File: config.mk
export PLATFORM = sky130hd
export DESIGN_NAME = remote_command_frame_parser_core_flat
export DESIGN_NICKNAME = d
export VERILOG_FILES = /design/src/rtl/rcfp_pkg.sv /design/src/rtl/rcfp_if.sv /design/src/rtl/remote_command_frame_parser_core.sv /design/src/flat_wrapper.sv
export SDC_FILE = /design/constraint.sdc
export NUM_CORES = 1
export LEC_CHECK = 0
export BUFFER_PORTS_ARGS = -buffer_cell sky130_fd_sc_hd__buf_4
export CORE_MARGIN = 4
export CORE_UTILIZATION = 55
export DETAILED_ROUTE_END_ITERATION = 10
export GPL_ROUTABILITY_DRIVEN = 0
export PLACE_DENSITY = 0.8
export SLEW_MARGIN = 20
export SYNTH_ARGS = -nofsm -noshare
export SYNTH_HDL_FRONTEND = slang
export SYNTH_SLANG_ARGS = --single-unit
File: constraint.sdc
create_clock -name clk -period 7.4 [get_ports clk]
set_input_delay 0.37 -clock clk [delete_from_list [all_inputs] [get_ports clk]]
set_output_delay 0.37 -clock clk [all_outputs]
set_load 0.005 [all_outputs]
File: src/rtl/rcfp_pkg.sv
// Package: constants, types and decode helpers for the remote command frame parser.
package rcfp_pkg;

	localparam int MAX_FRAME = 64;
	localparam int POS_W     = $clog2(MAX_FRAME + 1);

	typedef logic [7:0]       byte_t;
	typedef logic [1:0]       speed_t;
	typedef logic [2:0]       gain_idx_t;
	typedef logic [3:0]       dir_t;
	typedef logic [POS_W-1:0] pos_t;

	localparam byte_t BYTE_OPEN       = 8'h7B;
	localparam byte_t BYTE_CLOSE      = 8'h7D;
	localparam byte_t BYTE_REPORT     = 8'h50;
	localparam byte_t BYTE_HIGH_SPEED = 8'h59;
	localparam byte_t BYTE_LOW_SPEED  = 8'h58;
	localparam byte_t BYTE_KEY_FIRST  = 8'h41;
	localparam byte_t BYTE_KEY_LAST   = 8'h48;
	localparam byte_t BYTE_HOLD       = 8'd10;
	localparam byte_t GAIN_ID_FIRST   = 8'h30;
	localparam byte_t GAIN_ID_LAST    = 8'h35;

	localparam speed_t SPEED_LOW  = 2'd1;
	localparam speed_t SPEED_HIGH = 2'd2;

	// direction bits: 0 forward, 1 back, 2 left, 3 right
	localparam dir_t DIR_STOP = 4'b0000;
	localparam dir_t DIR_FWD  = 4'b0001;
	localparam dir_t DIR_BACK = 4'b0010;
	localparam dir_t DIR_LEFT = 4'b0100;
	localparam dir_t DIR_RGHT = 4'b1000;

	localparam logic signed [36:0] DIGIT_ZERO = 37'sd48;
	localparam logic signed [36:0] ACC_MAX    = 37'sd2147483647;
	localparam logic signed [36:0] ACC_MIN    = -37'sd2147483648;

	function automatic dir_t drive_code(input logic [3:0] c);
		dir_t d;
		case (c)
			4'd1:             d = DIR_FWD;
			4'd5:             d = DIR_BACK;
			4'd2, 4'd3, 4'd4: d = DIR_RGHT;
			4'd6, 4'd7, 4'd8: d = DIR_LEFT;
			default:          d = DIR_STOP;
		endcase
		return d;
	endfunction

endpackage

File: src/rtl/rcfp_if.sv
// Interfaces: received byte channel and decoded command channel.
interface rcfp_rx_if;
	import rcfp_pkg::*;
	logic  valid;
	logic  ready;
	byte_t rx_byte;
	modport source (output valid, output rx_byte, input ready);
	modport sink (input valid, input rx_byte, output ready);
endinterface

interface rcfp_cmd_if;
	import rcfp_pkg::*;
	logic               valid;
	logic               ready;
	logic               go_forward;
	logic               go_back;
	logic               go_left;
	logic               go_right;
	speed_t             speed_mode;
	logic               gain_write;
	gain_idx_t          gain_index;
	logic signed [31:0] gain_value;
	logic               report_request;
	modport source (output valid, output go_forward, output go_back, output go_left,
		output go_right, output speed_mode, output gain_write, output gain_index,
		output gain_value, output report_request, input ready);
	modport sink (input valid, input go_forward, input go_back, input go_left,
		input go_right, input speed_mode, input gain_write, input gain_index,
		input gain_value, input report_request, output ready);
endinterface

File: src/rtl/remote_command_frame_parser_core.sv
// Top level: remote command frame parser (drive decode and gain frame parsing).
// Each received byte on rx yields exactly one request on cmd, in order. A byte is
// taken every cycle while cmd keeps up; a byte passes the input register, then the
// result register, and its request is held on cmd until taken. The frame update is
// combinational: the decimal fold acc*10 + (byte - 48) is a shift-add with a
// saturating compare. Drive flags and speed mode reflect state after the byte;
// gain_index and gain_value are zero unless gain_write is set.
module remote_command_frame_parser_core (
	input  logic clk,
	input  logic arst_n,
	rcfp_rx_if.sink    rx,
	rcfp_cmd_if.source cmd
);
	import rcfp_pkg::*;

	byte_t              rx_s1;
	logic               v_s1;
	logic               out_v_q;
	logic               adv_out;
	logic               load;

	logic               phase_q;
	pos_t               pos_q;
	byte_t              id_q;
	byte_t              fourth_q;
	logic signed [31:0] acc_q;
	dir_t               dir_q;
	speed_t             speed_q;

	logic               wr_q;
	gain_idx_t          idx_q;
	logic signed [31:0] val_q;
	logic               rep_q;

	byte_t              b;
	dir_t               dir_d;
	speed_t             speed_d;
	logic               is_close;
	logic               phase_eff;
	logic               take;
	logic               id_ok;
	logic               is_rep;
	logic signed [36:0] acc_x;
	logic signed [36:0] fold_t;
	logic signed [31:0] fold_sat;

	assign adv_out  = !out_v_q || cmd.ready;
	assign rx.ready = !v_s1 || adv_out;
	assign load     = v_s1 && adv_out;

	always_ff @(posedge clk or negedge arst_n) begin
		if (!arst_n) begin
			v_s1 <= 1'b0;
		end else if (rx.ready) begin
			v_s1 <= rx.valid;
		end
	end

	always_ff @(posedge clk) begin
		if (rx.valid && rx.ready) begin
			rx_s1 <= rx.rx_byte;
		end
	end

	assign b = rx_s1;

	always_comb begin
		dir_d = dir_q;
		if (b > BYTE_HOLD) begin
			if (b >= BYTE_KEY_FIRST && b <= BYTE_KEY_LAST) begin
				dir_d = drive_code(b[3:0]);
			end else begin
				dir_d = DIR_STOP;
			end
		end else if (b < BYTE_HOLD) begin
			dir_d = drive_code(b[3:0]);
		end

		speed_d = speed_q;
		if (b == BYTE_HIGH_SPEED) begin
			speed_d = SPEED_HIGH;
		end else if (b == BYTE_LOW_SPEED) begin
			speed_d = SPEED_LOW;
		end
	end

	assign is_close  = (b == BYTE_CLOSE);
	assign phase_eff = phase_q || (b == BYTE_OPEN);
	assign take      = phase_eff && (pos_q < POS_W'(MAX_FRAME));
	assign id_ok     = (id_q >= GAIN_ID_FIRST) && (id_q <= GAIN_ID_LAST);
	assign is_rep    = (fourth_q == BYTE_REPORT);

	// acc*10 as (acc<<3) + (acc<<1), then saturate to 32 bits signed
	assign acc_x  = {{5{acc_q[31]}}, acc_q};
	assign fold_t = (acc_x <<< 3) + (acc_x <<< 1) + $signed({29'd0, b}) - DIGIT_ZERO;

	always_comb begin
		if (fold_t > ACC_MAX) begin
			fold_sat = 32'sh7FFF_FFFF;
		end else if (fold_t < ACC_MIN) begin
			fold_sat = 32'sh8000_0000;
		end else begin
			fold_sat = fold_t[31:0];
		end
	end

	always_ff @(posedge clk or negedge arst_n) begin
		if (!arst_n) begin
			out_v_q  <= 1'b0;
			phase_q  <= 1'b0;
			pos_q    <= '0;
			id_q     <= '0;
			fourth_q <= '0;
			acc_q    <= '0;
			dir_q    <= DIR_STOP;
			speed_q  <= SPEED_HIGH;
		end else begin
			if (adv_out) begin
				out_v_q <= v_s1;
			end
			if (load) begin
				dir_q   <= dir_d;
				speed_q <= speed_d;
				if (is_close) begin
					phase_q  <= 1'b0;
					pos_q    <= '0;
					id_q     <= '0;
					fourth_q <= '0;
					acc_q    <= '0;
				end else begin
					phase_q <= phase_eff;
					if (take) begin
						if (pos_q == POS_W'(1)) begin
							id_q <= b;
						end
						if (pos_q == POS_W'(3)) begin
							fourth_q <= b;
						end
						if (pos_q >= POS_W'(3)) begin
							acc_q <= fold_sat;
						end
						pos_q <= pos_q + POS_W'(1);
					end
				end
			end
		end
	end

	always_ff @(posedge clk) begin
		if (load) begin
			rep_q <= is_close && is_rep;
			wr_q  <= is_close && !is_rep && id_ok;
			if (is_close && !is_rep && id_ok) begin
				idx_q <= id_q[2:0];
				val_q <= acc_q;
			end else begin
				idx_q <= '0;
				val_q <= '0;
			end
		end
	end

	assign cmd.valid          = out_v_q;
	assign cmd.go_forward     = dir_q[0];
	assign cmd.go_back        = dir_q[1];
	assign cmd.go_left        = dir_q[2];
	assign cmd.go_right       = dir_q[3];
	assign cmd.speed_mode     = speed_q;
	assign cmd.gain_write     = wr_q;
	assign cmd.gain_index     = idx_q;
	assign cmd.gain_value     = val_q;
	assign cmd.report_request = rep_q;

`ifndef ASSERT_OFF
	a_wr_rep_excl: assert property (@(posedge clk) disable iff (!arst_n)
		cmd.valid |-> !(cmd.gain_write && cmd.report_request))
		else $error("gain write and report request in one request");

	a_gain_zero: assert property (@(posedge clk) disable iff (!arst_n)
		(cmd.valid && !cmd.gain_write) |-> (cmd.gain_index == '0 && cmd.gain_value == '0))
		else $error("gain fields nonzero without gain write");

	a_speed_set: assert property (@(posedge clk) disable iff (!arst_n)
		(speed_q == SPEED_LOW) || (speed_q == SPEED_HIGH))
		else $error("speed mode lost");

	a_pos_bound: assert property (@(posedge clk) disable iff (!arst_n)
		pos_q <= POS_W'(MAX_FRAME))
		else $error("frame position past limit");

	a_s1_hold: assert property (@(posedge clk) disable iff (!arst_n)
		(v_s1 && !adv_out) |=> (v_s1 && $stable(rx_s1)))
		else $error("input stage dropped a byte under stall");
`endif

endmodule
File: src/flat_wrapper.sv
// flat-port wrapper written by rule: the top's interface ports become plain ports
module remote_command_frame_parser_core_flat import rcfp_pkg::*;
  (clk, arst_n, rx_valid, rx_rx_byte, rx_ready, cmd_valid, cmd_go_forward, cmd_go_back, cmd_go_left, cmd_go_right, cmd_speed_mode, cmd_gain_write, cmd_gain_index, cmd_gain_value, cmd_report_request, cmd_ready);
  rcfp_rx_if rx_i ();
  rcfp_cmd_if cmd_i ();
  input  logic clk;
  input  logic arst_n;
  input wire logic [$bits(rx_i.valid)-1:0] rx_valid;
  input wire logic [$bits(rx_i.rx_byte)-1:0] rx_rx_byte;
  output wire logic [$bits(rx_i.ready)-1:0] rx_ready;
  output wire logic [$bits(cmd_i.valid)-1:0] cmd_valid;
  output wire logic [$bits(cmd_i.go_forward)-1:0] cmd_go_forward;
  output wire logic [$bits(cmd_i.go_back)-1:0] cmd_go_back;
  output wire logic [$bits(cmd_i.go_left)-1:0] cmd_go_left;
  output wire logic [$bits(cmd_i.go_right)-1:0] cmd_go_right;
  output wire logic [$bits(cmd_i.speed_mode)-1:0] cmd_speed_mode;
  output wire logic [$bits(cmd_i.gain_write)-1:0] cmd_gain_write;
  output wire logic [$bits(cmd_i.gain_index)-1:0] cmd_gain_index;
  output wire logic [$bits(cmd_i.gain_value)-1:0] cmd_gain_value;
  output wire logic [$bits(cmd_i.report_request)-1:0] cmd_report_request;
  input wire logic [$bits(cmd_i.ready)-1:0] cmd_ready;
  assign rx_i.valid = rx_valid;
  assign rx_i.rx_byte = rx_rx_byte;
  assign rx_ready = rx_i.ready;
  assign cmd_valid = cmd_i.valid;
  assign cmd_go_forward = cmd_i.go_forward;
  assign cmd_go_back = cmd_i.go_back;
  assign cmd_go_left = cmd_i.go_left;
  assign cmd_go_right = cmd_i.go_right;
  assign cmd_speed_mode = cmd_i.speed_mode;
  assign cmd_gain_write = cmd_i.gain_write;
  assign cmd_gain_index = cmd_i.gain_index;
  assign cmd_gain_value = cmd_i.gain_value;
  assign cmd_report_request = cmd_i.report_request;
  assign cmd_i.ready = cmd_ready;
  remote_command_frame_parser_core u_core (.clk(clk), .arst_n(arst_n), .rx(rx_i), .cmd(cmd_i));
endmodule
==> metrics <==
Longest Clk Path Bufs 2; Critical R2R Launch u_core.acc_q[1]$_DFFE_PN0P_; Synth async-reset ratio 56.6%; vias 7,143; final WL 20.7 mm; core area 0.0151 mm2; Distinct cells, synth 92; sequential element share of the synthesized area 35.8%; Sw Share 48.1%; final worst path period need 6.50 ns; Hold Vio Cnt, Final 0; placed cells 1,143; number of synthesized flops with an enable pin 45; syn avg cell area 9.19 um2; r2r setup slk 0.90 ns; H-tree lvl count 4; initial antenna violation count 0; Die H 132 um; mux contribution to synthesized area 1.00%; Initial Utilization 55.9%; post-synthesis xor/xnor area fraction 5.69%; ANT nets after route 0; Synth area leaders dfrtp_1, edfxtp_1, ha_1; layout cell share with drive strength beyond 1 17.8%; Critical Path Source Type flip-flop; CTS Buf Count 17; Critical Path Fanout Max 31; Nets 1,059; adder-cell area share of the yosys netlist 11.1%; Worst-Margin Slew 0.990 ns; Layout Cells excl Fill 1,175; Ys Warns 0; status complete, no violations; Clock power frac 16.9%; most common cell in the netlist nand2_1; Reg2Reg Depth 27; drt wl/cell 17.6 um; area of the mapped netlist 0.00847 mm2; Leak Pwr 4.49 nW; # hold bufs at CTS 0; Post-CTS Setup Repair Bufs 0; Max Slew Vio Count 0; sequential power share 15.6%; clock insertion delay at the later pin of the skew report 0.42 ns; DR DRC count 0; Port Buffers 56; post-CTS sizing 0; full die area 0.0175 mm2; Worst-path clk slew 0.06 ns; Post-Syn Nets 1,007; max cap viols 0; # setup viols final 0; Top Ports 57; PwrDens 511 mW/mm2; grt total ovfl 0; Antenna diodes 0; Root Buffer clkbuf_16; largest family of logic cells by synthesized area compound AO/OA/AOI/OAI gates; R2R Path End u_core.acc_q[4]$_DFFE_PN0P_; worst hold path type in2async; period utilization 87.9%; CTS tree done; Post-Synth Simple-Gate Area 19.3%; Power Internal 2.55 mW; worst rel slew slack 33.2%; Detailed Routing Iterations Pass 1 7; vias in the first global route 6,833; flops & latches, synth 113; Via-to-Cell Ratio 6.08; RSZ-0062 raised after global routing false; CP startpoint u_core.acc_q[1]$_DFFE_PN0P_; skew final 0.00883 ns; CP Capture Type flip-flop; # rows 45; setup TNS 0 ns; Critical Setup Path Class reg2reg; most instantiated cells after synthesis nand2_1, ha_1, dfrtp_1; Gate Count Post-Synth 922; combinational share of power 67.6%; Peak VDD IR 0.416 mV; Post-synth top flop dfrtp_1; GRT Total Usage 24.1%; Synth top area share 18.6%; Total Power 4.91 mW; largest net degree at the start of global routing 65; Worst Path Arrival 6.84 ns; Worst EP required 7.74 ns; Initial DRC Count 605; DP Wirelength 14.7 mm; Synth Area in Compound Gates 22.5%; FMAX 154 MHz; CTS Sinks 113; Fillers 1,242; first-pass GRT wire length 34.3 mm; synth-to-layout area growth 13.2%; Psw 2.36 mW; Yosys top cell by area dfrtp_1; die width 132 um; critical path endpoint u_core.acc_q[4]$_DFFE_PN0P_
## worst max-delay path: stages, from the launching register on
cell      delay (ns)
dfrtp_1         0.43
ha_1            0.33
a211oi_1        0.35
o211ai_1        0.22
a21o_1          0.24
o21a_1          0.20
o211a_1         0.22
o21a_1          0.18
o21ai_0         0.22
a21boi_0        0.20
o21ai_0         0.24
a21boi_0        0.15
o21ai_0         0.23
a21boi_0        0.19
or2_2           0.33
ha_1            0.38
a21o_1          0.24
a21o_1          0.18
a21oi_1         0.16
o21ai_0         0.21
nand3_1         0.14
o211ai_1        0.09
a41oi_1         0.23
nand3_2         0.15
nor4_2          0.33
a21oi_4         0.04
buf_4           0.31
o21ai_1         0.22
## layout by cell type, fill, tap and decap left out, drive strengths merged, types with 6 or more instances in the layout
| master | count |
|---|---|
| ha | 71 |
| and2 | 39 |
| a21o | 23 |
| nor2b | 6 |
| inv | 60 |
| nand2b | 8 |
| clkbuf | 19 |
| a21boi | 6 |
| nor4 | 7 |
| nand2 | 107 |
| nand3 | 22 |
| or3 | 6 |
| o211ai | 11 |
| a22o | 12 |
| a31oi | 12 |
| edfxtp | 45 |
| xor2 | 25 |
| a21oi | 60 |
| xnor2 | 30 |
| dfrtp | 63 |
| nor3 | 18 |
| nand4 | 10 |
| nor2 | 76 |
| and3 | 8 |
| a211oi | 8 |
| buf | 61 |
| o21ai | 85 |
| o21a | 8 |
## state kept, by name, indices dropped and copies added (netlist names), 2 cells and up, named ones only
| register | cells |
|---|---|
| u_core.acc_q | 32 |
| u_core.b | 8 |
| u_core.cmd.gain_index | 3 |
| u_core.cmd.gain_value | 32 |
| u_core.cmd.speed_mode | 2 |
| u_core.dir_q | 4 |
| u_core.fourth_q | 8 |
| u_core.id_q | 8 |
| u_core.pos_q | 7 |
## how the worst min path moves through the flow
stage | from | to | slack (ns) | cells after the start
finish | arst_n | u_core.dir_q[0]$_DFFE_PN0P_ | 0.04 | 1
global route | rx_rx_byte[6] | u_core.b[6]$_DFFE_PP_ | 0.11 | 1
CTS | arst_n | u_core.dir_q[0]$_DFFE_PN0P_ | 0.1 | 1
detailed placement | flip-flop | u_core.dir_q[3]$_DFFE_PN0P_ | 0.44 | 1
global placement | flip-flop | u_core.dir_q[0]$_DFFE_PN0P_ | 0.43 | 1
floorplan | arst_n | u_core.acc_q[0]$_DFFE_PN0P_ | 0.07 | 0
## stage by stage
stage	utilization [%]	cell area (um2)	hold WS, ns	worst slack, ns
after floorplan	-	8470	0.0744	2.09
after global placement	59.4	9000	0.430	1.27
after detailed placement	59.4	9000	0.440	1.13
after CTS	63.3	9590	0.0968	0.978
after global routing	63.3	9590	0.113	0.435
final	63.3	9590	0.0421	0.898
## cell type report
cell class / count / area (um2) / area share (%)
clock inverter: 13 / 150 / 1.56
timing repair buffer: 61 / 458 / 4.77
inverter: 55 / 206 / 2.15
multi-input combinational: 726 / 5070 / 52.8
sequential: 113 / 3030 / 31.6
tap: 188 / 235 / 2.45
clock buffer: 19 / 443 / 4.62
## power groups by stage
stage	Clock, mW	Sequential [mW]	Combinational [mW]
global route	0.863	0.772	3.62
finish	0.828	0.765	3.31
floorplan	0	0.755	2.73
detailed placement	0	0.775	3.24
global placement	0	0.773	3.21
CTS	0.835	0.763	3.30
## cells by family after synthesis
logic type | count (synthesis)
simple gates | 324
xor+xnor | 55
flops | 113
compound gates | 265
mux | 8
fa+ha+maj | 74
buf+inv | 83
## routing by layer
layer / vias up / track usage, % / routed length (um)
li1: 3465 / - / -
met1: 3377 / 32.6 / 9560
met2: 255 / 38.5 / 9490
met3: 46 / 4.54 / 1140
met4: 0 / 8.98 / 504
met5: - / 0 / 0
No activity file was read; power rests on OpenSTA's default activity.
